`config.mk`:
```
export PLATFORM = sky130hd
export DESIGN_NAME = sd_spi_command_response_engine
export DESIGN_NICKNAME = d
export VERILOG_FILES = /design/src/rtl/sdspi_pkg.sv /design/src/rtl/sd_spi_command_response_engine.sv
export SDC_FILE = /design/constraint.sdc
export NUM_CORES = 1
export LEC_CHECK = 0
export ABC_AREA = 1
export BUFFER_PORTS_ARGS = -buffer_cell sky130_fd_sc_hd__buf_4
export CORE_ASPECT_RATIO = 1.4
export CORE_MARGIN = 2
export CORE_UTILIZATION = 35
export DETAILED_ROUTE_END_ITERATION = 10
export GPL_TIMING_DRIVEN = 0
export MAX_ROUTING_LAYER = met4
export PLACE_DENSITY = 0.61
export SKIP_CTS_REPAIR_TIMING = 1
export SLEW_MARGIN = 20
export SYNTH_ARGS = -nofsm -noshare
export SYNTH_HDL_FRONTEND = slang
export SYNTH_SLANG_ARGS = --single-unit
```
`constraint.sdc`:
```
create_clock -name clk -period 4.3 [get_ports clk]
set_input_delay 1.075 -clock clk [delete_from_list [all_inputs] [get_ports clk]]
set_output_delay 1.075 -clock clk [all_outputs]
set_load 0.05 [all_outputs]
```
`src/rtl/sdspi_pkg.sv`:
```
// ----------------------------------------------------------------------------
// sdspi_pkg: shared types and constants for the SD SPI command/response engine
// Holds the exchange phase encoding, the result record, item kinds,
// error codes and the fixed byte values of the SPI-mode protocol.
// ----------------------------------------------------------------------------
package sdspi_pkg;

	// widths fixed by the item fields and the state
	localparam int CMD_W      = 6;
	localparam int ARG_W      = 32;
	localparam int BYTE_W     = 8;
	localparam int WPOS_W     = 6;
	localparam int TRAIL_W    = 5;
	localparam int OKIND_W    = 2;
	localparam int ERR_W      = 2;
	localparam int RES_DEPTH  = 6;
	localparam int RES_CNT_W  = 3;

	// parameter defaults
	localparam int WINDOW_BYTES_DEF    = 32;
	localparam int REG_BLOCK_BYTES_DEF = 16;

	// input item kinds
	localparam logic IN_START = 1'b0;
	localparam logic IN_RXBYTE = 1'b1;

	// result item kinds
	localparam logic [OKIND_W-1:0] OK_FRAME = 2'd0;
	localparam logic [OKIND_W-1:0] OK_R1    = 2'd1;
	localparam logic [OKIND_W-1:0] OK_DATA  = 2'd2;
	localparam logic [OKIND_W-1:0] OK_ERROR = 2'd3;

	// error codes
	localparam logic [ERR_W-1:0] ERR_NONE     = 2'd0;
	localparam logic [ERR_W-1:0] ERR_NO_RESP  = 2'd1;
	localparam logic [ERR_W-1:0] ERR_NO_TOKEN = 2'd2;
	localparam logic [ERR_W-1:0] ERR_WIN_END  = 2'd3;

	// protocol bytes
	localparam logic [BYTE_W-1:0] START_BITS = 8'h40;
	localparam logic [BYTE_W-1:0] CRC_CMD0   = 8'h95;
	localparam logic [BYTE_W-1:0] CRC_CMD8   = 8'h87;
	localparam logic [BYTE_W-1:0] CRC_OTHER  = 8'h01;
	localparam logic [BYTE_W-1:0] DATA_TOKEN = 8'hFE;
	localparam logic [BYTE_W-1:0] IDLE_BYTE  = 8'hFF;

	// commands with special handling
	localparam logic [CMD_W-1:0] CMD_GO_IDLE   = 6'd0;
	localparam logic [CMD_W-1:0] CMD_SEND_IF   = 6'd8;
	localparam logic [CMD_W-1:0] CMD_SEND_CSD  = 6'd9;
	localparam logic [CMD_W-1:0] CMD_SEND_CID  = 6'd10;
	localparam logic [CMD_W-1:0] CMD_STOP      = 6'd12;
	localparam logic [CMD_W-1:0] CMD_READ_OCR  = 6'd58;

	// short trailer length of R7 and R3
	localparam logic [TRAIL_W-1:0] SHORT_TRAIL = 5'd4;

	// exchange phase
	typedef enum logic [4:0] {
		PH_IDLE  = 5'b00001,
		PH_SCAN  = 5'b00010,
		PH_SKIP  = 5'b00100,
		PH_TOKEN = 5'b01000,
		PH_TRAIL = 5'b10000
	} phase_t;

	// one result item
	typedef struct packed {
		logic [OKIND_W-1:0] kind;
		logic [BYTE_W-1:0]  data;
		logic [ERR_W-1:0]   err;
		logic               last;
	} res_t;

endpackage

```
`src/rtl/sd_spi_command_response_engine.sv`:
```
// ----------------------------------------------------------------------------
// sd_spi_command_response_engine: SD card SPI-mode command and response engine
// Builds the six-byte command frame from a start item and scans received
// bytes for the R1 response, the data token and the trailing bytes.
// ----------------------------------------------------------------------------
//
// channel   dir  tdata (low bit up)                          tuser     tlast
// s_axis    in   cmd_index[5:0] cmd_arg[37:6] rx_byte[45:38]  kind      -
// m_axis    out  out_byte[7:0] error_code[9:8]               out_kind  last
//
// Each input item is decoded combinationally straight into a six-entry result
// register; results leave one per cycle from that register while the output is ready.
// A start item yields six results and so holds the input until the last of them
// leaves; a received byte yields zero to two.
// The next item is taken in the cycle the final pending result leaves.
// Reset clears the phase to idle and empties the result register.
// A stalled output holds its item; the input stalls only behind it.
//
module sd_spi_command_response_engine #(
	parameter int WINDOW_BYTES    = sdspi_pkg::WINDOW_BYTES_DEF,
	parameter int REG_BLOCK_BYTES = sdspi_pkg::REG_BLOCK_BYTES_DEF
) (
	input  logic        clk,
	input  logic        arst_n,
	input  logic        s_axis_tvalid,
	output logic        s_axis_tready,
	// cmd_index[5:0], cmd_arg[37:6], rx_byte[45:38], zero pad
	input  logic [47:0] s_axis_tdata,
	// kind
	input  logic        s_axis_tuser,
	output logic        m_axis_tvalid,
	input  logic        m_axis_tready,
	// out_byte[7:0], error_code[9:8], zero pad
	output logic [15:0] m_axis_tdata,
	// out_kind
	output logic [1:0]  m_axis_tuser,
	output logic        m_axis_tlast
);

	localparam logic [sdspi_pkg::WPOS_W-1:0]  WIN_END   = sdspi_pkg::WPOS_W'(WINDOW_BYTES);
	localparam logic [sdspi_pkg::TRAIL_W-1:0] REG_TRAIL =
		sdspi_pkg::TRAIL_W'(REG_BLOCK_BYTES);

	// exchange state
	sdspi_pkg::phase_t                   phase_q, phase_d;
	logic [sdspi_pkg::CMD_W-1:0]         cmd_q, cmd_d;
	logic [sdspi_pkg::WPOS_W-1:0]        wpos_q, wpos_d;
	logic [sdspi_pkg::BYTE_W-1:0]        held_q, held_d;
	logic [sdspi_pkg::TRAIL_W-1:0]       trail_q, trail_d;

	// result register
	sdspi_pkg::res_t                     res_q [sdspi_pkg::RES_DEPTH];
	sdspi_pkg::res_t                     res_d [sdspi_pkg::RES_DEPTH];
	logic [sdspi_pkg::RES_CNT_W-1:0]     cnt_q, cnt_d, rd_q;

	// input fields
	logic                                in_kind;
	logic [sdspi_pkg::CMD_W-1:0]         in_cmd;
	logic [sdspi_pkg::ARG_W-1:0]         in_arg;
	logic [sdspi_pkg::BYTE_W-1:0]        in_byte;
	logic                                in_acc, out_acc;
	logic [sdspi_pkg::RES_CNT_W-1:0]     left;

	assign in_kind = s_axis_tuser;
	assign in_cmd  = s_axis_tdata[5:0];
	assign in_arg  = s_axis_tdata[37:6];
	assign in_byte = s_axis_tdata[45:38];

	// handshakes
	assign left          = cnt_q - rd_q;
	assign m_axis_tvalid = (left != '0);
	assign out_acc       = m_axis_tvalid && m_axis_tready;
	assign s_axis_tready = (left == '0) || ((left == 3'd1) && m_axis_tready);
	assign in_acc        = s_axis_tvalid && s_axis_tready;

	// output fields from the current read slot
	assign m_axis_tdata  = {6'd0, res_q[rd_q].err, res_q[rd_q].data};
	assign m_axis_tuser  = res_q[rd_q].kind;
	assign m_axis_tlast  = res_q[rd_q].last;

	// decode of one item
	always_comb begin
		sdspi_pkg::res_t               prim, errr;
		logic                          prim_v, errr_v;
		logic [sdspi_pkg::BYTE_W-1:0]  crc;
		logic [sdspi_pkg::WPOS_W-1:0]  wpos_inc;
		logic [sdspi_pkg::TRAIL_W-1:0] trail_dec;
		logic [sdspi_pkg::TRAIL_W-1:0] tlen;
		phase_d   = phase_q;
		cmd_d     = cmd_q;
		wpos_d    = wpos_q;
		held_d    = held_q;
		trail_d   = trail_q;
		cnt_d     = '0;
		prim      = '0;
		errr      = '0;
		prim_v    = 1'b0;
		errr_v    = 1'b0;
		wpos_inc  = wpos_q + 6'd1;
		trail_dec = (trail_q != '0) ? trail_q - 5'd1 : '0;
		for (int i = 0; i < sdspi_pkg::RES_DEPTH; i++) begin
			res_d[i] = '0;
		end

		// trailer length of the running command
		if ((cmd_q == sdspi_pkg::CMD_SEND_IF) || (cmd_q == sdspi_pkg::CMD_READ_OCR)) begin
			tlen = sdspi_pkg::SHORT_TRAIL;
		end else if ((cmd_q == sdspi_pkg::CMD_SEND_CSD) ||
				(cmd_q == sdspi_pkg::CMD_SEND_CID)) begin
			tlen = REG_TRAIL;
		end else begin
			tlen = '0;
		end

		// frame crc byte
		if (in_cmd == sdspi_pkg::CMD_GO_IDLE) begin
			crc = sdspi_pkg::CRC_CMD0;
		end else if (in_cmd == sdspi_pkg::CMD_SEND_IF) begin
			crc = sdspi_pkg::CRC_CMD8;
		end else begin
			crc = sdspi_pkg::CRC_OTHER;
		end

		if (in_kind == sdspi_pkg::IN_START) begin
			// command frame
			res_d[0] = '{sdspi_pkg::OK_FRAME, sdspi_pkg::START_BITS | {2'b00, in_cmd},
				sdspi_pkg::ERR_NONE, 1'b0};
			res_d[1] = '{sdspi_pkg::OK_FRAME, in_arg[31:24], sdspi_pkg::ERR_NONE, 1'b0};
			res_d[2] = '{sdspi_pkg::OK_FRAME, in_arg[23:16], sdspi_pkg::ERR_NONE, 1'b0};
			res_d[3] = '{sdspi_pkg::OK_FRAME, in_arg[15:8], sdspi_pkg::ERR_NONE, 1'b0};
			res_d[4] = '{sdspi_pkg::OK_FRAME, in_arg[7:0], sdspi_pkg::ERR_NONE, 1'b0};
			res_d[5] = '{sdspi_pkg::OK_FRAME, crc, sdspi_pkg::ERR_NONE, 1'b1};
			cnt_d    = 3'd6;
			cmd_d    = in_cmd;
			phase_d  = sdspi_pkg::PH_SCAN;
			wpos_d   = '0;
			held_d   = sdspi_pkg::IDLE_BYTE;
			trail_d  = '0;
		end else if (phase_q != sdspi_pkg::PH_IDLE) begin
			// per-phase handling of the received byte
			case (phase_q)
				sdspi_pkg::PH_SCAN: begin
					if (in_byte != sdspi_pkg::IDLE_BYTE) begin
						if (cmd_q == sdspi_pkg::CMD_STOP) begin
							held_d  = in_byte;
							phase_d = sdspi_pkg::PH_SKIP;
						end else if (tlen == '0) begin
							prim_v  = 1'b1;
							prim    = '{sdspi_pkg::OK_R1, in_byte, sdspi_pkg::ERR_NONE, 1'b1};
							phase_d = sdspi_pkg::PH_IDLE;
						end else begin
							prim_v  = 1'b1;
							prim    = '{sdspi_pkg::OK_R1, in_byte, sdspi_pkg::ERR_NONE, 1'b0};
							trail_d = tlen;
							phase_d = (tlen == sdspi_pkg::SHORT_TRAIL &&
								cmd_q != sdspi_pkg::CMD_SEND_CSD &&
								cmd_q != sdspi_pkg::CMD_SEND_CID) ?
								sdspi_pkg::PH_TRAIL : sdspi_pkg::PH_TOKEN;
						end
					end
				end
				sdspi_pkg::PH_SKIP: begin
					prim_v  = 1'b1;
					prim    = '{sdspi_pkg::OK_R1,
						(in_byte != sdspi_pkg::IDLE_BYTE) ? in_byte : held_q,
						sdspi_pkg::ERR_NONE, 1'b1};
					phase_d = sdspi_pkg::PH_IDLE;
				end
				sdspi_pkg::PH_TOKEN: begin
					if (in_byte == sdspi_pkg::DATA_TOKEN) begin
						phase_d = sdspi_pkg::PH_TRAIL;
					end
				end
				sdspi_pkg::PH_TRAIL: begin
					prim_v  = 1'b1;
					prim    = '{sdspi_pkg::OK_DATA, in_byte, sdspi_pkg::ERR_NONE,
						trail_dec == '0};
					trail_d = trail_dec;
					if (trail_dec == '0) begin
						phase_d = sdspi_pkg::PH_IDLE;
					end
				end
				default: begin
					phase_d = sdspi_pkg::PH_IDLE;
				end
			endcase

			wpos_d = wpos_inc;

			// window end closes the exchange
			if ((phase_d != sdspi_pkg::PH_IDLE) && (wpos_inc >= WIN_END)) begin
				errr_v = 1'b1;
				case (phase_d)
					sdspi_pkg::PH_SCAN:
						errr = '{sdspi_pkg::OK_ERROR, 8'd0, sdspi_pkg::ERR_NO_RESP, 1'b1};
					sdspi_pkg::PH_SKIP:
						errr = '{sdspi_pkg::OK_R1, held_d, sdspi_pkg::ERR_NONE, 1'b1};
					sdspi_pkg::PH_TOKEN:
						errr = '{sdspi_pkg::OK_ERROR, 8'd0, sdspi_pkg::ERR_NO_TOKEN, 1'b1};
					default:
						errr = '{sdspi_pkg::OK_ERROR, 8'd0, sdspi_pkg::ERR_WIN_END, 1'b1};
				endcase
				phase_d = sdspi_pkg::PH_IDLE;
				trail_d = '0;
			end

			// pack up to two results
			if (prim_v) begin
				res_d[0] = prim;
				res_d[1] = errr;
			end else begin
				res_d[0] = errr;
			end
			cnt_d = {1'b0, prim_v & errr_v, prim_v ^ errr_v};
		end
	end

	// exchange state registers
	always_ff @(posedge clk or negedge arst_n) begin
		if (!arst_n) begin
			phase_q <= sdspi_pkg::PH_IDLE;
			cmd_q   <= '0;
			wpos_q  <= '0;
			held_q  <= sdspi_pkg::IDLE_BYTE;
			trail_q <= '0;
		end else if (in_acc) begin
			phase_q <= phase_d;
			cmd_q   <= cmd_d;
			wpos_q  <= wpos_d;
			held_q  <= held_d;
			trail_q <= trail_d;
		end
	end

	// result register control
	always_ff @(posedge clk or negedge arst_n) begin
		if (!arst_n) begin
			cnt_q <= '0;
			rd_q  <= '0;
		end else if (in_acc) begin
			cnt_q <= cnt_d;
			rd_q  <= '0;
		end else if (out_acc) begin
			rd_q  <= rd_q + 3'd1;
		end
	end

	// result payload
	always_ff @(posedge clk) begin
		if (in_acc) begin
			for (int i = 0; i < sdspi_pkg::RES_DEPTH; i++) begin
				res_q[i] <= res_d[i];
			end
		end
	end

	// checks
	a_rd_bound: assert property (@(posedge clk) disable iff (!arst_n)
		rd_q <= cnt_q) else $error("read slot beyond result count");

	a_phase_hot: assert property (@(posedge clk) disable iff (!arst_n)
		$onehot(phase_q)) else $error("phase not one-hot");

	a_idle_trail: assert property (@(posedge clk) disable iff (!arst_n)
		(phase_q == sdspi_pkg::PH_IDLE) |-> (trail_q == '0))
		else $error("trailer count left over while idle");

	a_start_six: assert property (@(posedge clk) disable iff (!arst_n)
		(in_acc && in_kind == sdspi_pkg::IN_START) |=> (cnt_q == 3'd6 && rd_q == '0))
		else $error("start item did not load a full frame");

	a_rx_two: assert property (@(posedge clk) disable iff (!arst_n)
		(in_acc && in_kind == sdspi_pkg::IN_RXBYTE) |=> (cnt_q <= 3'd2))
		else $error("received byte gave more than two results");

endmodule
```
## After elaboration in Yosys (flattened, before gate mapping)

Memories as Yosys holds them, arrays and structs flattened.
Index checks and enable logic that the tools add are counted.

- Bits in registers: 36
- Bits in latches: 0
- RAM bits: 78
- Bits in read-only memories: 0
- Input port bits: 53
- Output and inout port bits: 21
- Logic and storage cells: 119
- Memories: 1

Memories:

| memory | depth | bits a word | rd ports | clocked after Yosys merged registers in | write ports | RTL line | RTL |
|---|---|---|---|---|---|---|---|
| res_q | 6 | 13 | 1 | 0 | 6 | sd_spi_command_response_engine.sv:52 | `sdspi_pkg::res_t res_q [sdspi_pkg::RES_DEPTH];` |

- $add $sub $neg: 4
- Multiply operators: 0
- Div/mod/pow operators: 0
- $lt $le $gt $ge: 1
- Equal/unequal tests: 26
- Shift operators: 0
- Mux-type cells: 57
- Bitwise logic cells: 3
- Reduce and logical (&&, ||, !) cells: 20

Operators with widths:

| cell | count |
|---|---|
| 5-bit 2-to-1 mux | 20 |
| 13-bit one-hot mux with 3 select lines | 2 |
| 8-bit 2-to-1 mux | 8 |
| 26-bit 2-to-1 mux | 2 |
| 50-bit 2-to-1 mux | 1 |
| 13-bit 2-to-1 mux | 3 |
| 6-bit by 4-bit equality test with 1-bit output, second input constant | 5 |
| 12-bit 2-to-1 mux | 2 |
| 5-bit by 3-bit equality test with 1-bit output, second input constant | 3 |
| 5-bit one-hot mux with 3 select lines | 1 |
| 6-bit 2-to-1 mux | 2 |
| 4-bit inequality test, second input constant | 3 |
| 6-bit by 4-bit inequality test with 1-bit output, second input constant | 2 |
| 5-bit by 2-bit equality test with 1-bit output, second input constant | 2 |
| 5-bit by 4-bit equality test with 1-bit output, second input constant | 2 |
| 5-bit zero test | 2 |
| 1-bit 2-to-1 mux | 10 |
| 5-bit by 1-bit inequality test with 1-bit output, second input constant | 2 |
| 5-bit one-hot mux with 2 select lines | 1 |
| 3-bit 2-to-1 mux | 3 |
| 8-bit equality test, second input constant | 1 |
| 8-bit inequality test, second input constant | 1 |
| 6-bit by 1-bit adder with 6-bit output, second input constant | 1 |
| 6-bit equality test, second input constant | 1 |
| other kinds (23) | 31 |

## Longest topological paths before layout

- Depth after elaboration: 22
- Gate-level depth with buffers: 15
- Gate-level depth less buffers: 15

## Least setup slack after synthesis

No wires, ideal clock.

- Path type: register -> register
- Start: reg rd_q[0] in the netlist's numbering
- End: mem res_q[0][0] in the netlist's numbering (enable)
- Setup time: 410 ps
- Data arrival time: 2977 ps
- Data required time: 3890 ps
- Setup slack: 914 ps
- Cell stages (with the launch flop): 9
- Path buffers: 0
- Cell sequence: dfrtp_1 ha_1 fa_1 xnor2_1 xor2_1 nand2_1 nor2_4 nand2_4 inv_1

RTL lines:

| element | RTL line | RTL |
|---|---|---|
| start, declared | sd_spi_command_response_engine.sv:54 | `logic [sdspi_pkg::RES_CNT_W-1:0] cnt_q, cnt_d, rd_q;` |
| start signal, assigned | sd_spi_command_response_engine.sv:244 | `rd_q <= rd_q + 3'd1;` |
| end, declared | sd_spi_command_response_engine.sv:52 |  |

## Worst setup path in the final report

- Start: reg rd_q[0] in the netlist's numbering
- End: out m_axis_tdata[7]

- Longest elaborated chain between the ends: 1

RTL lines:

| element | RTL line | RTL |
|---|---|---|
| memory 6 x 13 bit | n/a |  |
| end, declared | sd_spi_command_response_engine.sv:34 | `output logic [15:0] m_axis_tdata,` |

Every way passes these cells.

==> impl_metrics.yaml <==
run_status:
  status: "finished clean"
place:
  dp_hpwl_um: 9902
  numPortBuffers: 64
  place.gp.congestion: 0.9160
  dpl.cell_count: 878
  pre_cts_ws_ns: 1.260
cells_and_area:
  multi_input_area_um2: 2095
  regArea_um2: 2504
  final_cells: 894
  final_nets: 760
  syn_to_final_growth_pct: 21.02
  layout-drive-gt1-share_pct: 19.57
  n_fill_cell: 1472
  diodes: 0
grt:
  antenna_found_initial: 0
  grtUsageTotal_pct: 17.52
  grt_pass1_vias: 4164
  grt_pass1_wl_um: 20790
  overflow: 0
  grt_max_degree: 37
sta:
  fin_ws_ns: 0.9407
  max-slew-margin-rel_pct: 54.71
  period_share_pct: 78.12
  worst_pin_slew_ns: 0.6764
  finalHoldViolations: 0
  finalSetupViolations: 0
  setup_tns_ns: 0
  grt_setup_unrepaired: "false"
  max_clock_freq_mhz: 297.7
  hold_slack_ns: 0.4890
  period_needed_ns: 3.359
  clock_skew_ns: 0.004831
  maxSlewViolCount: 0
die:
  start_util_pct: 35.38
  core_area_um2: 14310
  fp.dieArea_um2: 15460
  rows: 52
  dieHeight_um: 146.3
  die_x_um: 105.7
  ios: 74
power_and_ir_drop:
  peakVddDrop_uv: 372.4
  combPwrFrac_pct: 51.9
  p_per_area_nw_per_um2: 812.4
  leakage_uw: 0.002865
  internal-power_uw: 2653
  pwr-share-seq_pct: 31.7
  swShare_pct: 46.73
  clkPwrFrac_pct: 16.4
  p_switching_uw: 2327
setup_path:
  critical_path_class: "flip-flop to output pin"
  required_ns: 3.22
  startpoint_type: "flip-flop"
  endpoint_kind: "output pin"
  cp_max_fo: 10
  arrival_ns: 2.28
logic_synthesis:
  synth-edff-count: 53
  synth_top_area_share_pct: 31.42
  synth_common_cells: "nand2_1 (157), inv_1 (83), nor2_1 (81)"
  ys.flop_type: "edfxtp_1"
  post-synth-top-count-cell: "nand2_1"
  async_reset_ff_share_pct: 40.45
  netlist_area_um2: 5065
  synth_cell_type_count: 44
  synth-seq-area-share_pct: 49.43
  synth_cells: 619
  synth.area.top_cells: "edfxtp_1 (31%), dfrtp_1 (13%), nand2_1 (12%)"
  ys_warn_count: 0
  postSynthAreaPerCell_um2: 8.182
  synth_seq_cells: 89
  synth_top_area_cell: "edfxtp_1"
routing:
  ant_nets: 0
  dr.pass1.iters: 4
  totalWireLength_um: 13010
  vias_per_cell: 4.718
  wl_per_cell_um: 14.55
  drt_iter0_drc: 206
  vias: 4218
  drc: 0
clock_network:
  clk_latency_ns: 0.34
  clockBufferDepth: 2
  clk_pin_slew_ns: 0.07
  htreeDepth: 3
  cts_buffers: 9
  clock-sinks: 89
  cts-root-buf: "clkbuf_16"
  cts_tree: "done"
worst_hold_path:
  hold_class: "flip-flop to flip-flop"
flow_run:
  maxCapViolCount: 0
==> area by class of cell <==
type	count	share of cell area (%)
Buffer	27	2.449
Clock buffer	9	3.674
Clock inverter	7	1.368
Inverter	88	5.471
Multi-Input combinational cell	420	34.17
Sequential cell	89	40.85
Tap cell	189	3.858
Timing Repair Buffer	65	8.165
==> stage by stage <==
stage / area (µm²) / util [%] / power [µW]
after floorplan: 5084 / - / 3454
after global placement: 5801 / 40.52 / 4130
after detailed placement: 5821 / 40.66 / 4189
after CTS: 6130 / 42.82 / 5024
after global routing: 6130 / 42.82 / 5331
final: 6130 / 42.82 / 4980
==> kinds of logic after synthesis <==
family                     count (synthesis)  synth area share [%]
DFF                                       89                 49.43
adders and majority gates                  7                 1.877
buffers and inverters                    115                 9.585
AOI/OAI and AO/OA                         95                 11.22
xor gates and xnor gates                   5                 1.013
other                                      1               0.07404
and+or+nand+nor                          307                 26.80
==> critical path: stages, from the launching register on <==
cell      delay, ns
dfrtp_1        0.42
clkbuf_1       0.39
buf_1          0.42
nand2_1        0.10
a221o_1        0.34
nand3_1        0.08
buf_4          0.20
==> metal layers <==
metal	global-route usage (%)	part of all wire, %
met4	7.961	3.3
met3	1.696	3.1
met5	-	0
met2	31.90	53
met1	19.07	41
==> registers in the layout, summed over array words and instances (netlist names) <==
name and count:
rd_q 3, cmd_q 6, held_q 8, phase_q 5
res_q 53, wpos_q 6, cnt_q 3, trail_q 5
==> power groups by stage <==
stage / Clock [µW] / Combinational (µW) / Sequential, µW
after floorplan: 0 / 1910 / 1540
after CTS: 834 / 2610 / 1580
after global placement: 0 / 2530 / 1600
after detailed placement: 0 / 2600 / 1590
final: 815 / 2590 / 1580
after global routing: 864 / 2850 / 1620
==> worst paths after layout <==
| check | slack [ns] | end | startpoint | cells past startpoint |
|---|---|---|---|---|
| setup / recovery | 0.94 | m_axis_tdata[7] | rd_q[0] | 6 |
| min in group asynchronous | 0.70 | phase_q[2] | arst_n | 1 |
| setup reg to reg | 1.50 | res_q[1][10] | rd_q[0] | 9 |
| hold reg to reg | 0.49 | trail_q[0] | trail_q[0] | 2 |
| max in group asynchronous | 3.24 | phase_q[0] | arst_n | 1 |
| hold / removal | 0.49 | trail_q[0] | trail_q[0] | 2 |
==> placed cells by master (no fill, tap or decap), types with 5 or more instances in the layout <==
master     count
inv_1         82
dfrtp_1       27
dfstp_2        9
a21oi_1       20
buf_2          6
nand3_1       31
nand2_1      157
ha_1           6
nand4_1        6
o21ai_1       19
o21ai_0       30
a221o_1        5
nor3_1         6
edfxtp_1      53
clkbuf_16      9
buf_4         71
clkbuf_1      10
nor2_1        81
conb_1         6
No activity file was read; power rests on OpenSTA's default activity.
